## config.mk

```make
export PLATFORM = sky130hd
export DESIGN_NAME = double_ended_priority_queue
export DESIGN_NICKNAME = d
export VERILOG_FILES = /design/src/sv/depq_pkg.sv /design/src/sv/depq_ram.sv /design/src/sv/double_ended_priority_queue.sv
export SDC_FILE = /design/constraint.sdc
export NUM_CORES = 2
export LEC_CHECK = 0
export BUFFER_PORTS_ARGS = -buffer_cell sky130_fd_sc_hd__buf_2
export CAP_MARGIN = 20
export CORE_MARGIN = 3
export CORE_UTILIZATION = 30
export CTS_CLUSTER_SIZE = 30
export DETAILED_ROUTE_END_ITERATION = 8
export PLACE_DENSITY = 0.44
export SLEW_MARGIN = 20
export SYNTH_ARGS = -nofsm -noshare
export SYNTH_HDL_FRONTEND = slang
export SYNTH_SLANG_ARGS = --single-unit
```

## constraint.sdc

```tcl
create_clock -name clk -period 7.1 [get_ports clk]
set_input_delay 0.355 -clock clk [delete_from_list [all_inputs] [get_ports clk]]
set_output_delay 0.355 -clock clk [all_outputs]
set_load 0.01 [all_outputs]
```

## src/sv/depq_pkg.sv

```systemverilog
`default_nettype none
package depq_pkg;
  localparam int DEPTH_DEF = 64;
  localparam logic [1:0] OP_INSERT  = 2'd0;
  localparam logic [1:0] OP_POP_MAX = 2'd1;
  localparam logic [1:0] OP_POP_MIN = 2'd2;

  typedef struct packed {
    logic [1:0]         func;
    logic signed [31:0] value;
  } in_item_t;

  typedef struct packed {
    logic               ok;
    logic               full_drop;
    logic signed [31:0] largest;
    logic signed [31:0] smallest;
    logic [6:0]         live_count;
    logic               is_empty;
  } out_item_t;
endpackage
`default_nettype wire

```

## src/sv/depq_ram.sv

```systemverilog
`default_nettype none
module depq_ram #(
  parameter int WIDTH = 32,
  parameter int DEPTH = 64
) (
  input  wire logic                     clk,
  input  wire logic                     we,
  input  wire logic [$clog2(DEPTH)-1:0] waddr,
  input  wire logic [WIDTH-1:0]         wdata,
  input  wire logic [$clog2(DEPTH)-1:0] raddr,
  output logic      [WIDTH-1:0]         rdata
);
  logic [WIDTH-1:0] mem [DEPTH];

  always_ff @(posedge clk) begin
    if (we) mem[waddr] <= wdata;
    rdata <= mem[raddr];
  end
endmodule
`default_nettype wire

```

## src/sv/double_ended_priority_queue.sv

```systemverilog
// Sorted array in one RAM, ascending from slot base_r (circular); pops only move a pointer.
// Steps per request: accept in ST_IDLE; an insert that fits then walks down from the top in
// ST_RD and ST_CMP, shifting larger entries up, and places the value; every request then reads
// min and max (ST_ENDS, ST_ENDS2) and emits in ST_DONE. A new request is taken only in ST_IDLE.
// A result held by out_stall keeps the block in ST_DONE, so it delays the next request as well.
// Reset empties the queue at once; RAM contents need no clearing.
`default_nettype none
module double_ended_priority_queue #(
  parameter int DEPTH = depq_pkg::DEPTH_DEF
) (
  input  wire logic                clk,
  input  wire logic                rst_n,
  input  wire logic                in_valid,
  output logic                     in_stall,
  input  wire depq_pkg::in_item_t  in_data,
  output logic                     out_valid,
  input  wire logic                out_stall,
  output depq_pkg::out_item_t      out_data
);
  import depq_pkg::*;

  localparam int AW = $clog2(DEPTH);
  localparam int CW = $clog2(DEPTH + 1);
  localparam logic [CW-1:0] FULL = CW'(DEPTH);

  localparam logic [2:0] ST_IDLE  = 3'd0;
  localparam logic [2:0] ST_RD    = 3'd1;  // read slot below idx_r
  localparam logic [2:0] ST_CMP   = 3'd2;  // data back: shift up or place
  localparam logic [2:0] ST_ENDS  = 3'd3;  // read min
  localparam logic [2:0] ST_ENDS2 = 3'd4;  // min back, read max
  localparam logic [2:0] ST_DONE  = 3'd5;  // max back, emit

  logic [2:0]    st_r;
  logic [CW-1:0] cnt_r;
  logic [AW-1:0] base_r;
  logic [CW-1:0] idx_r;     // logical position being examined
  logic signed [31:0] val_r, min_r;
  logic          ok_r, drop_r;
  logic          out_free;

  logic          we;
  logic [AW-1:0] waddr, raddr;
  logic [31:0]   wdata, rdata;

  // logical position to physical slot, modulo DEPTH
  function automatic logic [AW-1:0] phys(input logic [AW-1:0] b, input logic [CW-1:0] p);
    logic [CW:0] s;
    s = {1'b0, CW'(b)} + {1'b0, p};
    if (s >= (CW+1)'(DEPTH)) s = s - (CW+1)'(DEPTH);
    return s[AW-1:0];
  endfunction

  depq_ram #(.WIDTH(32), .DEPTH(DEPTH)) u_ram (
    .clk(clk), .we(we), .waddr(waddr), .wdata(wdata), .raddr(raddr), .rdata(rdata)
  );

  assign in_stall = (st_r != ST_IDLE);
  assign out_free = !out_valid || !out_stall;

  always_comb begin
    we    = 1'b0;
    waddr = phys(base_r, idx_r);
    wdata = rdata;
    raddr = phys(base_r, idx_r - CW'(1));
    unique case (st_r)
      ST_CMP: begin
        we = 1'b1;
        if (idx_r != '0 && $signed(rdata) > val_r) begin
          waddr = phys(base_r, idx_r);
          wdata = rdata;
        end else begin
          waddr = phys(base_r, idx_r);
          wdata = val_r;
        end
      end
      ST_ENDS:  raddr = base_r;
      ST_ENDS2: raddr = phys(base_r, cnt_r - CW'(1));
      // keep max on the read port while the result waits
      ST_DONE:  raddr = phys(base_r, cnt_r - CW'(1));
      default: ;
    endcase
  end

  always_ff @(posedge clk) begin
    if (!rst_n) begin
      st_r      <= ST_IDLE;
      cnt_r     <= '0;
      base_r    <= '0;
      out_valid <= 1'b0;
    end else begin
      if (st_r == ST_DONE && out_free) out_valid <= 1'b1;
      else if (!out_stall) out_valid <= 1'b0;
      unique case (st_r)
        ST_IDLE: if (in_valid && !in_stall) begin
          val_r  <= in_data.value;
          ok_r   <= 1'b0;
          drop_r <= 1'b0;
          st_r   <= ST_ENDS;
          case (in_data.func)
            OP_INSERT: begin
              if (cnt_r == FULL) drop_r <= 1'b1;
              else begin
                ok_r  <= 1'b1;
                idx_r <= cnt_r;
                st_r  <= (cnt_r == '0) ? ST_CMP : ST_RD;
              end
            end
            OP_POP_MAX: if (cnt_r != '0) begin
              ok_r  <= 1'b1;
              cnt_r <= cnt_r - CW'(1);
            end
            OP_POP_MIN: if (cnt_r != '0) begin
              ok_r   <= 1'b1;
              cnt_r  <= cnt_r - CW'(1);
              base_r <= phys(base_r, CW'(1));
            end
            default: ;
          endcase
        end
        ST_RD: st_r <= ST_CMP;
        ST_CMP: begin
          if (idx_r != '0 && $signed(rdata) > val_r) begin
            idx_r <= idx_r - CW'(1);
            st_r  <= (idx_r == CW'(1)) ? ST_CMP : ST_RD;
          end else begin
            cnt_r <= cnt_r + CW'(1);
            st_r  <= ST_ENDS;
          end
        end
        ST_ENDS: st_r <= ST_ENDS2;
        ST_ENDS2: begin
          min_r <= rdata;
          st_r  <= ST_DONE;
        end
        ST_DONE: if (out_free) begin
          out_data.ok         <= ok_r;
          out_data.full_drop  <= drop_r;
          out_data.largest    <= (cnt_r == '0) ? '0 : $signed(rdata);
          out_data.smallest   <= (cnt_r == '0) ? '0 : min_r;
          out_data.live_count <= 7'(cnt_r);
          out_data.is_empty   <= (cnt_r == '0);
          st_r                <= ST_IDLE;
        end
        default: st_r <= ST_IDLE;
      endcase
    end
  end
endmodule
`default_nettype wire
```

Word-level counts from Yosys, hierarchy flattened
Memory sizes are Yosys's and may differ from the RTL's. A register that Yosys moved wholly into a read port is not among the register bits. Cells that the tools add are included.

Register bits: 164. Bits in writable memories: 2048. Output and inout bits: 76. Word-level logic and storage cells: 107. Memories: 1.

Memory list: u_ram.mem (words 64, bits a word 32, rd ports 1, clocked after memory_dff 1, write ports 1, line depq_ram.sv:13) `logic [WIDTH-1:0] mem [DEPTH];`.

$add $sub $neg: 11. $lt $le $gt $ge: 5. Equality and inequality tests: 18. Multiplexer cells: 34. Reduce and logical (&&, ||, !) cells: 23.

Operators with widths (count): 32-bit two-way mux (2); 7-bit two-way mux (8); 32-bit > comparator (1); 7-bit one-hot mux with 2 select lines (2); 6-bit by 7-bit adder with 8-bit output (3); 8-bit by 7-bit >= comparator with 1-bit output (second input constant) (3); 6-bit two-way mux (4); 6-bit by 1-bit subtractor with 6-bit output (second input constant) (4); 3-bit one-hot mux with 6 select lines (1); 2-bit inequality test (second input constant) (7); 7-bit nonzero test (2); 7-bit by 1-bit subtractor with 7-bit output (second input constant) (2); 6-bit one-hot mux with 2 select lines (1); 2-bit two-way mux (5); 1-bit two-way mux (8); 6-bit by 1-bit adder with 7-bit output (second input constant) (1); 7-bit by 1-bit adder with 7-bit output (second input constant) (1); 7-bit by 1-bit == test with 1-bit output (second input constant) (1); 7-bit == test (second input constant) (1); 7-bit >= comparator (second input constant) (1); 7-bit zero test (1); 3-bit by 2-bit == test with 1-bit output (second input constant) (2); 3-bit == test (second input constant) (2); 3-bit two-way mux (2); 18 further kinds (26).

Logic depth before layout (Yosys ltp)
Depth after elaboration: 6. Depth in mapped cells: 18. Depth with buffers taken out: 14.

Modules after synthesis
From an unflattened synthesis, not the netlist that was laid out.

Cell total of the unflattened synthesis: 4075. Area total of the unflattened synthesis: 86324.0 µm².

By module, submodules not included: depq_ram (times used 1, cells each 3421, area an instance 78484.0 µm², sequential area each 62139.6 µm²); double_ended_priority_queue (times used 1, cells each 654, area an instance 7840.0 µm², sequential area each 4754.6 µm²).

Least setup slack after synthesis
OpenSTA, ideal clock, no wires.

Kind: reg-to-reg. From: register val_r[31]. To: memory u_ram.mem[0][1], data pin. Library setup time: 702 ps. Arrival: 4816 ps. Setup slack: 1582 ps. Cell stages (with the launch flop): 12. Path buffers: 2. Period minus slack after synthesis: 5518 ps. Path through: edfxtp_1 inv_1 ha_1 nand4_1 nor4_1 a31oi_1 nand2b_1 a211o_1 o211ai_1 clkbuf_1 clkbuf_1 o21ai_0.

Cells in the longest elaborated chain, start to end: 4.

Ends and longest elaborated chain: start, declared (line double_ended_priority_queue.sv:37) `logic signed [31:0] val_r, min_r;`; start signal, assigned (line double_ended_priority_queue.sv:95) `val_r <= in_data.value;`; 32-bit > comparator (line double_ended_priority_queue.sv:68) `if (idx_r != '0 && $signed(rdata) > val_r) begin`; 1-bit logical AND (line double_ended_priority_queue.sv:68); 32-bit two-way mux (line double_ended_priority_queue.sv:68); 32-bit two-way mux (line double_ended_priority_queue.sv:65) `unique case (st_r)`; named net u_ram.wdata[1] (line depq_ram.sv:9) `input wire logic [WIDTH-1:0] wdata,`; end, declared (line depq_ram.sv:13).

The timed path passes the listed nets, and every way through them passes these cells.

Worst setup path in the final report
From: register st_r[1]. To: register u_ram.rdata[0], read port of u_ram.mem.

Cells in the longest elaborated chain, start to end: 3.

Ends and longest elaborated chain: start, declared (line double_ended_priority_queue.sv:33) `logic [2:0] st_r;`; start signal, assigned (line double_ended_priority_queue.sv:105) `st_r <= (cnt_r == '0) ? ST_CMP : ST_RD;`; start signal, assigned (line double_ended_priority_queue.sv:124) `st_r <= (idx_r == CW'(1)) ? ST_CMP : ST_RD;`; 3-bit == test (line double_ended_priority_queue.sv:65); 2-bit OR reduction (no source line); 6-bit one-hot mux with 2 select lines * (line double_ended_priority_queue.sv:65); end, declared (line depq_ram.sv:11) `output logic [WIDTH-1:0] rdata`.

Mark *: on every way between the ends. The rest lies on a longest branch, timed or not. A chain may end at the register's enable or synchronous reset.

==> impl_metrics.csv <==
group,metric,value,unit
status,run_status,"completed",
critical_path,worst-endpoint-required,7830,ps
final_layout,multi_input_comb_area,21400,um2
critical_path,crit_arrival,5940,ps
final_layout,most_common_cell_after_layout_fill_and_taps_aside,"edfxtp_1",
final_layout,most-common-layout-cells,"edfxtp_1 (2195), nand2_1 (2107), nand3_1 (1454), clkbuf_16 (243), buf_4 (168)",
power,power.leakage,35.8,nW
route,route.detailed.drc,0,
synth,synth-async-reset-ratio,0,%
final_layout,regArea,66900,um2
synth,synthTopCellsByArea,"edfxtp_1 (74%), nand2_1 (8.9%), nand3_1 (8.1%), mux2i_1 (1.7%), dfxtp_1 (1.1%)",
global_route,antenna_found_initial,7,
timing,worstMarginPinSlew,1150,ps
critical_path,reg2regPathDepth,17,
route,route.antenna.remaining_nets,0,
synth,synth.cell_area,89400,um2
final_layout,nNetsFinal,7274,
route,wirelength,276,mm
floorplanning,design.die.area,305000,um2
clock_network,ctsRootBufferMaster,"clkbuf_16",
critical_path,r2r_slack,1890,ps
floorplanning,initial_core_util,30.3,%
global_route,first_global_vias,53706,
critical_path,critical_path.max_fanout,50,
synth,synth_largest_area_cell,"edfxtp_1",
critical_path,max_stage_delay,620,ps
job,drv.max_cap_violation_count,0,
placed_design,place.gp.congestion,0.776,
timing,rsz_0062_raised_after_global_routing,"false",
synth,yosys.cell_types.count,55,
floorplanning,top_level_ports,114,
synth,postSynthNetCount,7088,
global_route,groute.usage.overall,17.6,%
floorplanning,die_width,552,um
synth,synth-seq-area-share,74.8,%
critical_path,critical_path.top_delay_family,"multiplexers",
route,number_of_vias_per_cell_after_detailed_routing,4.98,
timing,setup-tns-final,0,ps
final_layout,drive_gt1_share,10.3,%
timing,slew-limit-headroom,23.4,%
clock_network,count_of_h_tree_levels_built_during_cts,4,
timing,timing_hold_violations_final,0,
route,first_pass_iters,6,
critical_path,startpoint_type,"register",
route,vias,56252,
synth,synthDominantCellAreaShare,73.7,%
critical_path,timing.rr.start,"st_r[1]$_SDFFE_PN0P_",
power,worst_ir_drop_vdd,363,uV
final_layout,syn_to_final_growth,16.4,%
timing,final.min_clock_period,5210,ps
floorplanning,floorplan.die.height,552,um
floorplanning,fp-row-count,199,
clock_network,post_cts_hold_buffer_count,38,
timing,post-route-period-util,73.3,%
synth,synth.avg_cell_area,12.8,um2
final_layout,fill_cell_total_of_the_finished_layout,28630,
critical_path,timing.rr.end,"u_ram.rdata[0]$_DFF_P_",
critical_path,cpMaxStageDelayCell,"mux2i_4",
critical_path,criticalPathCategory,"register to register",
clock_network,tritoncts_clock_tree,"yes",
critical_path,critical_path_buf_inv_count,5,
synth,synth_enable_flop_cells,2195,
final_layout,utilization,35.2,%
route,wl_per_cell,24.5,um
timing,finClkSkew,61.4,ps
clock_network,cts.sinks,2244,
global_route,first_pass_grt_wire_length,395,mm
placed_design,detailed_place_hpwl,152,mm
critical_path,worstPathCellList,"nand2b_1 -> nor2_1 -> a21oi_1 -> ha_1 -> inv_1 -> fa_1 -> mux2i_4 -> buf_8 -> buf_12 -> buf_12 -> buf_12 -> nand2_1 -> nand3_1 -> nand3_1 -> nand4_1 -> mux2i_1 -> mux2i_1",
hold_path,min_path_type,"input port to register",
clock_network,clk_latency,910,ps
global_route,grt_start_max_net_pins,135,
critical_path,critical-path-top-cell-by-count,"buf_12",
placed_design,port_buffers,113,
timing,timing.hold.ws,141,ps
critical_path,crit_path_end_kind,"register",
clock_network,cts_setup_buffers,0,
clock_network,postCtsResizedCells,0,
synth,yosys_warnings,0,
synth,synth-seq-cells,2244,
hold_path,min_delay_worst_endpoint,"ok_r$_DFFE_PP_",
route,drt-initial-drc-count,5017,
clock_network,clkSlewWorstSetupHoldPaths,70,ps
floorplanning,design.core.area,295000,um2
timing,final_max_slew_viol_count,0,
global_route,gr-total-overflow,0,
timing,final-setup-viol-count,0,
clock_network,number_of_buffers_added_by_the_clock_tree_synthesis_step,241,
clock_network,ctsLongestPathBuffers,4,
hold_path,min-delay-start,"in_data[33]",
timing,max_freq,0.192,GHz
synth,postSynth.topFlopCell,"edfxtp_1",
synth,synthCells,6997,
power,power_per_cell_area,471,nW/um2
hold_path,hold_depth,5,
flip-flops by register name, indices dropped and copies added, names as in the netlist:
register	count
u_ram.mem	2048
out_data	74
min_r	32
u_ram.rdata	32
val_r	32
cnt_r	7
idx_r	7
base_r	6
st_r	3
drop_r	1
ok_r	1
out_valid	1
where the power goes:
| part | leakage [nW] | switching [mW] | total, mW | internal [mW] |
|---|---|---|---|---|
| combinational | 11.9 | 13.9 | 18.6 | 4.72 |
| sequential | 20.3 | 0.457 | 18.3 | 17.9 |
| clock | 3.64 | 5.17 | 12.1 | 6.94 |
| total | 35.8 | 19.5 | 49.0 | 29.5 |
cell families after synthesis:
logic type	Yosys count	synth area share [%]
compound gates	143	1.03
xor+xnor	25	0.266
fa+ha+maj	53	0.759
buf+inv	475	2.25
flops	2244	74.8
mux	157	1.76
simple gates	3900	19.1
layout make-up:
type / count / share of cell area [%]
Multi-Input combinational cell: 4278 / 20.6
Sequential cell: 2244 / 64.3
Antenna cell: 3 / 0.00722
Clock inverter: 109 / 0.930
Inverter: 51 / 0.184
Clock buffer: 331 / 6.25
Tap cell: 3919 / 4.71
Timing Repair Buffer: 367 / 3.04
cell usage after synthesis, types with 17 or more instances:
cell type,instances
and2_1,73
mux2i_1,155
dfxtp_1,49
ha_1,51
edfxtp_1,2195
nand2_1,2108
o21ai_0,43
a21oi_1,34
buf_2,160
nand4_1,123
nand3_1,1454
clkbuf_1,214
buf_1,43
inv_1,51
o221ai_1,17
nor2_1,100
metal layers:
| metal | up-vias | global-route usage (%) | share of wire (%) |
|---|---|---|---|
| met5 | - | 0 | 0.0047 |
| met2 | 1691 | 28.3 | 46 |
| met4 | 2 | 4.13 | 2.2 |
| li1 | 25627 | - | - |
| met3 | 345 | 2.70 | 5.9 |
| met1 | 28587 | 25.2 | 46 |
worst max-delay path by stage:
stage	start	end	depth (start not counted)
floorplan	val_r[31]$_DFFE_PP_	u_ram.mem[0][1]$_DFFE_PP_	11
global placement	st_r[1]$_SDFFE_PN0P_	u_ram.rdata[0]$_DFF_P_	16
detailed placement	st_r[1]$_SDFFE_PN0P_	u_ram.rdata[31]$_DFF_P_	15
CTS	st_r[1]$_SDFFE_PN0P_	u_ram.rdata[31]$_DFF_P_	15
global route	st_r[1]$_SDFFE_PN0P_	u_ram.rdata[31]$_DFF_P_	17
finish	st_r[1]$_SDFFE_PN0P_	u_ram.rdata[0]$_DFF_P_	17
worst register-to-register path: stages, from the launching register on:
cell and delay (ps):
dfxtp_1 520, nand2b_1 440, nor2_1 110, a21oi_1 160, ha_1 200, inv_1 70
fa_1 530, mux2i_4 620, buf_8 260, buf_12 270, buf_12 370, buf_12 300
nand2_1 110, nand3_1 90, nand3_1 100, nand4_1 180, mux2i_1 320, mux2i_1 430
through the flow:
step                cell area (um2)  worst slack (ps)  power [mW]  cells
finish                       104000              1890        49.0  11302
global route                 104000              1570        51.7  11300
CTS                          104000              1860        49.5  11297
detailed placement            96200              1890        37.3  10819
global placement              96000              1730        37.1  10811
floorplan                     89400              1580        29.5   6997
(Power assumes the default switching activity.)
